==> src/design/i2crts_pkg.sv <==
// Types and codes shared by the I2C register transfer sequencer.
`default_nettype none
package i2crts_pkg;

	typedef enum logic [2:0] {
		PH_IDLE      = 3'd0,
		PH_ADDR_SENT = 3'd1,
		PH_WR_DATA   = 3'd2,
		PH_RSTART    = 3'd3,
		PH_DUMMY     = 3'd4,
		PH_RD_DATA   = 3'd5
	} phase_t;

	typedef enum logic [1:0] {
		FN_START_WR = 2'd0,
		FN_START_RD = 2'd1,
		FN_XFER_DONE = 2'd2,
		FN_ARB_LOST = 2'd3
	} func_t;

	localparam logic [1:0] CMD_NONE   = 2'd0;
	localparam logic [1:0] CMD_START  = 2'd1;
	localparam logic [1:0] CMD_RSTART = 2'd2;
	localparam logic [1:0] CMD_STOP   = 2'd3;

	localparam logic [1:0] ACK_KEEP = 2'd0;
	localparam logic [1:0] ACK_ACK  = 2'd1;
	localparam logic [1:0] ACK_NACK = 2'd2;

	localparam logic [1:0] FLT_NONE  = 2'd0;
	localparam logic [1:0] FLT_NOACK = 2'd1;
	localparam logic [1:0] FLT_BUSY  = 2'd2;
	localparam logic [1:0] FLT_ARB   = 2'd3;

	localparam logic [7:0] RW_READ_BIT = 8'h01;
	localparam logic [7:0] RW_ADDR_MASK = 8'hFE;

	typedef struct packed {
		logic       drive_valid;
		logic [7:0] drive_byte;
		logic [1:0] bus_command;
		logic       to_receive;
		logic [1:0] ack_control;
		logic       store_valid;
		logic [7:0] store_byte;
		logic [7:0] data_index;
		logic       done_res;
		logic [1:0] fault;
		logic       in_progress;
	} result_t;

endpackage
`default_nettype wire

==> src/design/i2c_register_transfer_sequencer.sv <==
// I2C master register transfer sequencer: one bus event in, one control result out.
//
//   channel  | handshake             | payload
//   ---------+-----------------------+-------------------------------------------
//   input    | in_valid / in_stall   | func reg_addr byte_count bus_busy ack ...
//   output   | out_valid / out_stall | drive_* bus_command ... fault in_progress
//   config   | cfg_wr_en             | cfg_wr_data (device address)
//
// One beat per cycle while in_stall is low; the result of a beat is presented the cycle after it is taken.
// The state update and result logic sit between the input port and the result register.
// in_stall is raised only while a result is held and out_stall is high.
// Reset returns the sequencer to idle with no result pending.
`default_nettype none
module i2c_register_transfer_sequencer (
	input  wire logic       clk,
	input  wire logic       arst_n,
	input  wire logic       cfg_wr_en,
	input  wire logic [6:0] cfg_wr_data,
	input  wire logic       in_valid,
	output logic            in_stall,
	input  wire logic [1:0] func,
	input  wire logic [7:0] reg_addr,
	input  wire logic [7:0] byte_count,
	input  wire logic       bus_busy,
	input  wire logic       ack_received,
	input  wire logic [7:0] rx_byte,
	input  wire logic [7:0] tx_byte,
	output logic            out_valid,
	input  wire logic       out_stall,
	output logic            drive_valid,
	output logic [7:0]      drive_byte,
	output logic [1:0]      bus_command,
	output logic            to_receive,
	output logic [1:0]      ack_control,
	output logic            store_valid,
	output logic [7:0]      store_byte,
	output logic [7:0]      data_index,
	output logic            done_res,
	output logic [1:0]      fault,
	output logic            in_progress
);
	import i2crts_pkg::*;

	logic [6:0] dev_addr_q, dev_addr_d;
	phase_t     phase_q, phase_d;
	logic       is_read_q, is_read_d;
	logic [7:0] idx_q, idx_d;
	logic [7:0] total_q, total_d;
	logic [7:0] treg_q, treg_d;
	logic [1:0] flt_q, flt_d;
	logic       busy_q, busy_d;
	logic       out_valid_q;
	result_t    res_q, res_d;
	logic       accept;
	logic [7:0] last_idx;
	logic [7:0] next_last_idx;
	logic [7:0] addr_w;
	logic [7:0] addr_r;
	func_t      fn;

	assign fn            = func_t'(func);
	assign in_stall      = out_valid_q & out_stall;
	assign accept        = in_valid & ~in_stall;
	assign last_idx      = total_q - 8'd1;
	assign next_last_idx = total_q - 8'd2;
	assign addr_w        = {dev_addr_q, 1'b0} & RW_ADDR_MASK;
	assign addr_r        = {dev_addr_q, 1'b0} | RW_READ_BIT;

	always_comb begin
		dev_addr_d = dev_addr_q;
		phase_d    = phase_q;
		is_read_d  = is_read_q;
		idx_d      = idx_q;
		total_d    = total_q;
		treg_d     = treg_q;
		flt_d      = flt_q;
		busy_d     = busy_q;
		if (cfg_wr_en) begin
			dev_addr_d = cfg_wr_data;
			phase_d    = PH_IDLE;
			is_read_d  = 1'b1;
			idx_d      = 8'd0;
			busy_d     = 1'b0;
		end else if (accept) begin
			case (fn)
				FN_START_WR, FN_START_RD: begin
					if (bus_busy) begin
						flt_d = FLT_BUSY;
					end else begin
						is_read_d = (fn == FN_START_RD);
						treg_d    = reg_addr;
						total_d   = (fn == FN_START_RD && byte_count == 8'd0) ? 8'd1 : byte_count;
						idx_d     = 8'd0;
						flt_d     = FLT_NONE;
						busy_d    = 1'b1;
						phase_d   = PH_ADDR_SENT;
					end
				end
				FN_ARB_LOST: begin
					flt_d = FLT_ARB;
				end
				default: begin
					case (phase_q)
						PH_ADDR_SENT: begin
							if (ack_received) begin
								phase_d = is_read_q ? PH_RSTART : PH_WR_DATA;
							end else begin
								flt_d   = FLT_NOACK;
								phase_d = PH_IDLE;
								busy_d  = 1'b0;
							end
						end
						PH_WR_DATA: begin
							if (idx_q == total_q) begin
								flt_d   = FLT_NONE;
								phase_d = PH_IDLE;
								busy_d  = 1'b0;
							end else if (ack_received) begin
								idx_d = idx_q + 8'd1;
							end else begin
								flt_d   = FLT_NOACK;
								phase_d = PH_IDLE;
								busy_d  = 1'b0;
							end
						end
						PH_RSTART: phase_d = PH_DUMMY;
						PH_DUMMY:  phase_d = PH_RD_DATA;
						PH_RD_DATA: begin
							if (idx_q == last_idx) begin
								flt_d   = FLT_NONE;
								phase_d = PH_IDLE;
								busy_d  = 1'b0;
							end
							idx_d = idx_q + 8'd1;
						end
						default: ;
					endcase
				end
			endcase
		end
	end

	always_comb begin
		res_d = '0;
		case (fn)
			FN_START_WR, FN_START_RD: begin
				if (bus_busy) begin
					res_d.done_res = 1'b1;
				end else begin
					res_d.drive_valid = 1'b1;
					res_d.drive_byte  = addr_w;
					res_d.bus_command = CMD_START;
				end
			end
			FN_ARB_LOST: ;
			default: begin
				case (phase_q)
					PH_ADDR_SENT: begin
						if (ack_received) begin
							res_d.drive_valid = 1'b1;
							res_d.drive_byte  = treg_q;
						end else begin
							res_d.bus_command = CMD_STOP;
							res_d.done_res    = 1'b1;
						end
					end
					PH_WR_DATA: begin
						if (idx_q != total_q && ack_received) begin
							res_d.drive_valid = 1'b1;
							res_d.drive_byte  = tx_byte;
							res_d.data_index  = idx_q;
						end else begin
							res_d.bus_command = CMD_STOP;
							res_d.done_res    = 1'b1;
						end
					end
					PH_RSTART: begin
						res_d.drive_valid = 1'b1;
						res_d.drive_byte  = addr_r;
						res_d.bus_command = CMD_RSTART;
					end
					PH_DUMMY: begin
						res_d.to_receive  = 1'b1;
						res_d.ack_control = (idx_q == last_idx) ? ACK_NACK : ACK_ACK;
					end
					PH_RD_DATA: begin
						if (idx_q == last_idx) begin
							res_d.bus_command = CMD_STOP;
							res_d.done_res    = 1'b1;
						end else if (idx_q == next_last_idx) begin
							res_d.ack_control = ACK_NACK;
						end
						res_d.store_valid = 1'b1;
						res_d.store_byte  = rx_byte;
						res_d.data_index  = idx_q;
					end
					default: ;
				endcase
			end
		endcase
		res_d.fault       = flt_d;
		res_d.in_progress = busy_d;
	end

	always_ff @(posedge clk or negedge arst_n) begin
		if (!arst_n) begin
			dev_addr_q  <= '0;
			phase_q     <= PH_IDLE;
			is_read_q   <= 1'b1;
			idx_q       <= '0;
			total_q     <= '0;
			treg_q      <= '0;
			flt_q       <= FLT_NONE;
			busy_q      <= 1'b0;
			out_valid_q <= 1'b0;
		end else begin
			dev_addr_q <= dev_addr_d;
			phase_q    <= phase_d;
			is_read_q  <= is_read_d;
			idx_q      <= idx_d;
			total_q    <= total_d;
			treg_q     <= treg_d;
			flt_q      <= flt_d;
			busy_q     <= busy_d;
			if (accept) begin
				out_valid_q <= 1'b1;
			end else if (!out_stall) begin
				out_valid_q <= 1'b0;
			end
		end
	end

	always_ff @(posedge clk) begin
		if (accept) begin
			res_q <= res_d;
		end
	end

	assign out_valid   = out_valid_q;
	assign drive_valid = res_q.drive_valid;
	assign drive_byte  = res_q.drive_byte;
	assign bus_command = res_q.bus_command;
	assign to_receive  = res_q.to_receive;
	assign ack_control = res_q.ack_control;
	assign store_valid = res_q.store_valid;
	assign store_byte  = res_q.store_byte;
	assign data_index  = res_q.data_index;
	assign done_res    = res_q.done_res;
	assign fault       = res_q.fault;
	assign in_progress = res_q.in_progress;

`ifndef SYNTHESIS
	a_idle_not_busy: assert property (@(posedge clk) disable iff (!arst_n)
		phase_q == PH_IDLE |-> !busy_q)
		else $error("idle phase with busy flag set");

	a_accept_gives_result: assert property (@(posedge clk) disable iff (!arst_n)
		accept |=> out_valid_q)
		else $error("accepted beat produced no result");

	a_store_no_drive: assert property (@(posedge clk) disable iff (!arst_n)
		out_valid_q && res_q.store_valid |-> !res_q.drive_valid && !res_q.to_receive)
		else $error("store and drive in one result");

	a_start_addr_write: assert property (@(posedge clk) disable iff (!arst_n)
		out_valid_q && res_q.bus_command == CMD_START |->
			!res_q.drive_byte[0] && res_q.in_progress)
		else $error("start without write address or busy flag");

	a_rstart_addr_read: assert property (@(posedge clk) disable iff (!arst_n)
		out_valid_q && res_q.bus_command == CMD_RSTART |-> res_q.drive_byte[0])
		else $error("repeated start without read address");

	a_stop_done: assert property (@(posedge clk) disable iff (!arst_n)
		out_valid_q && res_q.bus_command == CMD_STOP |-> res_q.done_res && !res_q.in_progress)
		else $error("stop without completion");
`endif

endmodule
`default_nettype wire

==> config.mk <==
export PLATFORM = sky130hd
export DESIGN_NAME = i2c_register_transfer_sequencer
export DESIGN_NICKNAME = d
export VERILOG_FILES = /design/src/design/i2crts_pkg.sv /design/src/design/i2c_register_transfer_sequencer.sv
export SDC_FILE = /design/constraint.sdc
export NUM_CORES = 1
export LEC_CHECK = 0
export BUFFER_PORTS_ARGS = -buffer_cell sky130_fd_sc_hd__buf_2
export CAP_MARGIN = 0
export CORE_MARGIN = 10
export CORE_UTILIZATION = 55
export DETAILED_ROUTE_END_ITERATION = 10
export PLACE_DENSITY = 0.91
export SETUP_SLACK_MARGIN = 0.02
export SYNTH_ARGS = -nofsm -noshare
export SYNTH_HDL_FRONTEND = slang
export SYNTH_SLANG_ARGS = --single-unit
==> constraint.sdc <==
create_clock -name clk -period 3.2 [get_ports clk]
set_clock_uncertainty 0.1 [all_clocks]
set_input_delay 0.16 -clock clk [delete_from_list [all_inputs] [get_ports clk]]
set_output_delay 0.16 -clock clk [all_outputs]
set_load 0.01 [all_outputs]
==> metrics.yaml <==
run_status:
  status: "finished clean"
critical_path:
  worstReg2RegStart: "total_q[2]"
  arrival_ns: 2.92
  crit_path_end: "bus_command[1]"
  start_kind: "register"
  reg2reg_depth: 8
  worstPathMaxFanout: 9
  reg2reg_to: "bus_command[1]"
  endpoint_kind: "register"
  worstSetupPathType: "register to register"
  worst_ep_required_time_ns: 3.25
  crit_start: "total_q[2]"
  r2r_slack_ns: 0.33
synth:
  ys_types: 63
  yosys_warnings: 0
  ys_ff_latch: 74
  synth_seq_area_share: 0.502
  synth_edf_count: 35
  yosys.area.top_type: "edfxtp_1"
  async_flop_share: 0.527
  syn_inst: 363
  synth.area.top_cells: "edfxtp_1, dfrtp_1, mux2_2"
  avgSynthCellArea_um2: 11.1
  synth_common_cells: "dfrtp_1, edfxtp_1, nand2_1, nor2_1, mux2_2"
  syn-num-nets: 421
  synth.most_common_cell: "dfrtp_1"
  synth.top_cell.area_share: 0.260
  syn_area_um2: 4040
  ys.flop_type: "dfrtp_1"
die:
  core_area_um2: 7180
  start_util: 0.563
  die_w_um: 106
  dieHeight_um: 106
  ios: 85
  fp.dieArea_um2: 11200
  core.rowCount: 31
placed_design:
  routabilityCongestion: 0.925
  dp_hpwl_um: 7120
  io_buffers: 84
cells_and_area:
  fin_nets: 532
  diodes: 0
  fillers: 505
  syn_to_final_growth_pct: 24.0
  regArea_um2: 2030
  multi_input_area_um2: 1880
  drive_gt1_frac: 0.294
clock_tree:
  cts-root-buf: "clkbuf_8"
  clkTransAtPathRegs_ns: 0.08
  clk_path_buf_depth: 2
  htreeDepth: 3
  cts_resized: 0
  cts_tree: "built"
  cts_hold_buf: 30
  cts-buffers-inserted: 9
  cts_setup_buffers: 0
  cts.sinks: 74
  clk_latency_ns: 0.35
flow_run:
  maxCapViolCount: 0
routing:
  drc: 0
  wirelength_um: 10200
  drtIter0Drc: 266
  vias_per_cell: 5.70
  wl_per_cell_um: 17.6
  ant_nets: 0
  drt-pass1-iter-count: 5
  vias: 3296
sta:
  report.final.slew_viol_count: 0
  worstMarginPinSlew_ns: 1.25
  finalHoldViolCount: 0
  setup_viol: 0
  period_needed_ns: 2.87
  max_freq_ghz: 0.349
  max_slew_margin: 0.159
  rsz0062_at_grt: "false"
  fin_setup_tns_ns: 0
  period_share: 0.896
global_routing:
  grt_pass1_vias: 3363
  grt_overflow: 0
  grt_max_degree: 40
  grt_usage: 0.182
  grt_first_pass_wirelength_um: 16600
  antenna_found_initial: 0
worst_hold_path:
  hold_class: "input pin to register"
pwr:
  ir_drop_mv: 0.351
  p_leak_nw: 2.04
  power_density_nw_per_um2: 485
  finalPower_mw: 2.43
[final cells by class]
cell class	instances	share of cell area
Sequential cell	74	0.405
Inverter	15	0.0113
Clock buffer	11	0.0305
Multi-Input combinational cell	259	0.376
Clock inverter	5	0.00675
Timing Repair Buffer	115	0.146
Tap cell	99	0.0248
[sequential cells by signal, summed over array words and instances (netlist names), 3 cells and up]
name,flops
dev_addr_q,7
total_q,8
data_index,8
treg_q,8
idx_q,8
store_byte,8
drive_byte,8
phase_q,3
[report_power, final]
part | total (mW) | switching (mW) | internal [mW]
Sequential | 1.19 | 0.0945 | 1.10
Combinational | 0.545 | 0.291 | 0.254
Clock | 0.689 | 0.358 | 0.331
Total | 2.43 | 0.744 | 1.68
[stage by stage]
stage                     instances  setup WS (ns)  hold slack, ns  instance area, um^2  utilization
after CTS                       578          0.352         0.00145                 5000        0.697
after floorplan                 363          0.378          -0.236                 4040            -
after detailed placement        532          0.415           0.239                 4520        0.629
final                           578          0.334         0.00696                 5000        0.697
after global routing            578          0.124         0.00420                 5000        0.697
after global placement          532          0.509           0.222                 4520        0.629
[per-layer routing]
metal,vias to the layer above,share of wire,GRT usage
li1,1543,-,-
met1,1578,0.41,0.224
met2,153,0.48,0.292
met3,22,0.084,0.0566
met4,0,0.020,0.0696
met5,-,0,0
[kinds of logic (layout without fill, tap and decap cells)]
| logic type | Yosys count | in the layout | share of synthesized area |
|---|---|---|---|
| compound gates | 75 | 75 | 0.143 |
| xor+xnor | 25 | 25 | 0.0542 |
| fa+ha+maj | 10 | 10 | 0.0310 |
| buf+inv | 30 | 146 | 0.0316 |
| flops | 74 | 74 | 0.502 |
| mux | 24 | 24 | 0.0660 |
| simple gates | 125 | 125 | 0.171 |
[cell usage in the layout (no fill, tap or decap), types with 2 or more instances in the layout]
cell           instances
dlygate4sd3_1         30
edfxtp_1              35
clkbuf_8               9
a31oi_1                2
or3_1                  4
nor2_1                21
nor2b_1                2
nor3_1                13
nand3_1                7
inv_1                 15
nand2b_1               6
a2111oi_2              2
a21oi_1               10
o21ai_0               18
nand4_1                5
and3_1                 2
nor3_2                 2
xor2_1                 8
mux2_2                20
dfrtp_1               38
xnor2_1               17
or4_4                  2
nor4_1                 2
a211o_1                2
o21a_1                 2
mux2i_1                3
inv_4                  2
a21oi_2                2
a22oi_1                7
and2_1                19
ha_1                  10
o21ai_1                2
nand3b_1               2
nor4b_1                4
a211oi_1               7
buf_2                 84
o31ai_1                2
nor2_2                 2
o211ai_1               4
nand2_1               26
[how the worst min path moves through the flow]
stage               start       endpoint  slack [ns]  cells after the start
2_1_floorplan      arst_n         busy_q       -0.24                      0
3_3_place_gp       arst_n      out_valid        0.22                      1
3_5_place_dp       arst_n      out_valid        0.24                      1
4_1_cts        rx_byte[0]  store_byte[0]       0.001                      2
5_1_grt        rx_byte[5]  store_byte[5]       0.004                      2
6_report       rx_byte[0]  store_byte[0]       0.007                      2
[critical path, stage by stage (launching register included)]
cell and delay (ns):
dfrtp_1 0.44, inv_1 0.11, ha_1 0.37, nor4b_1 0.35, xnor2_1 0.16, o211ai_1 0.16, nor4_2 0.57, o21ai_1 0.14
a21boi_1 0.27
Power figures use the tool's default switching activity.
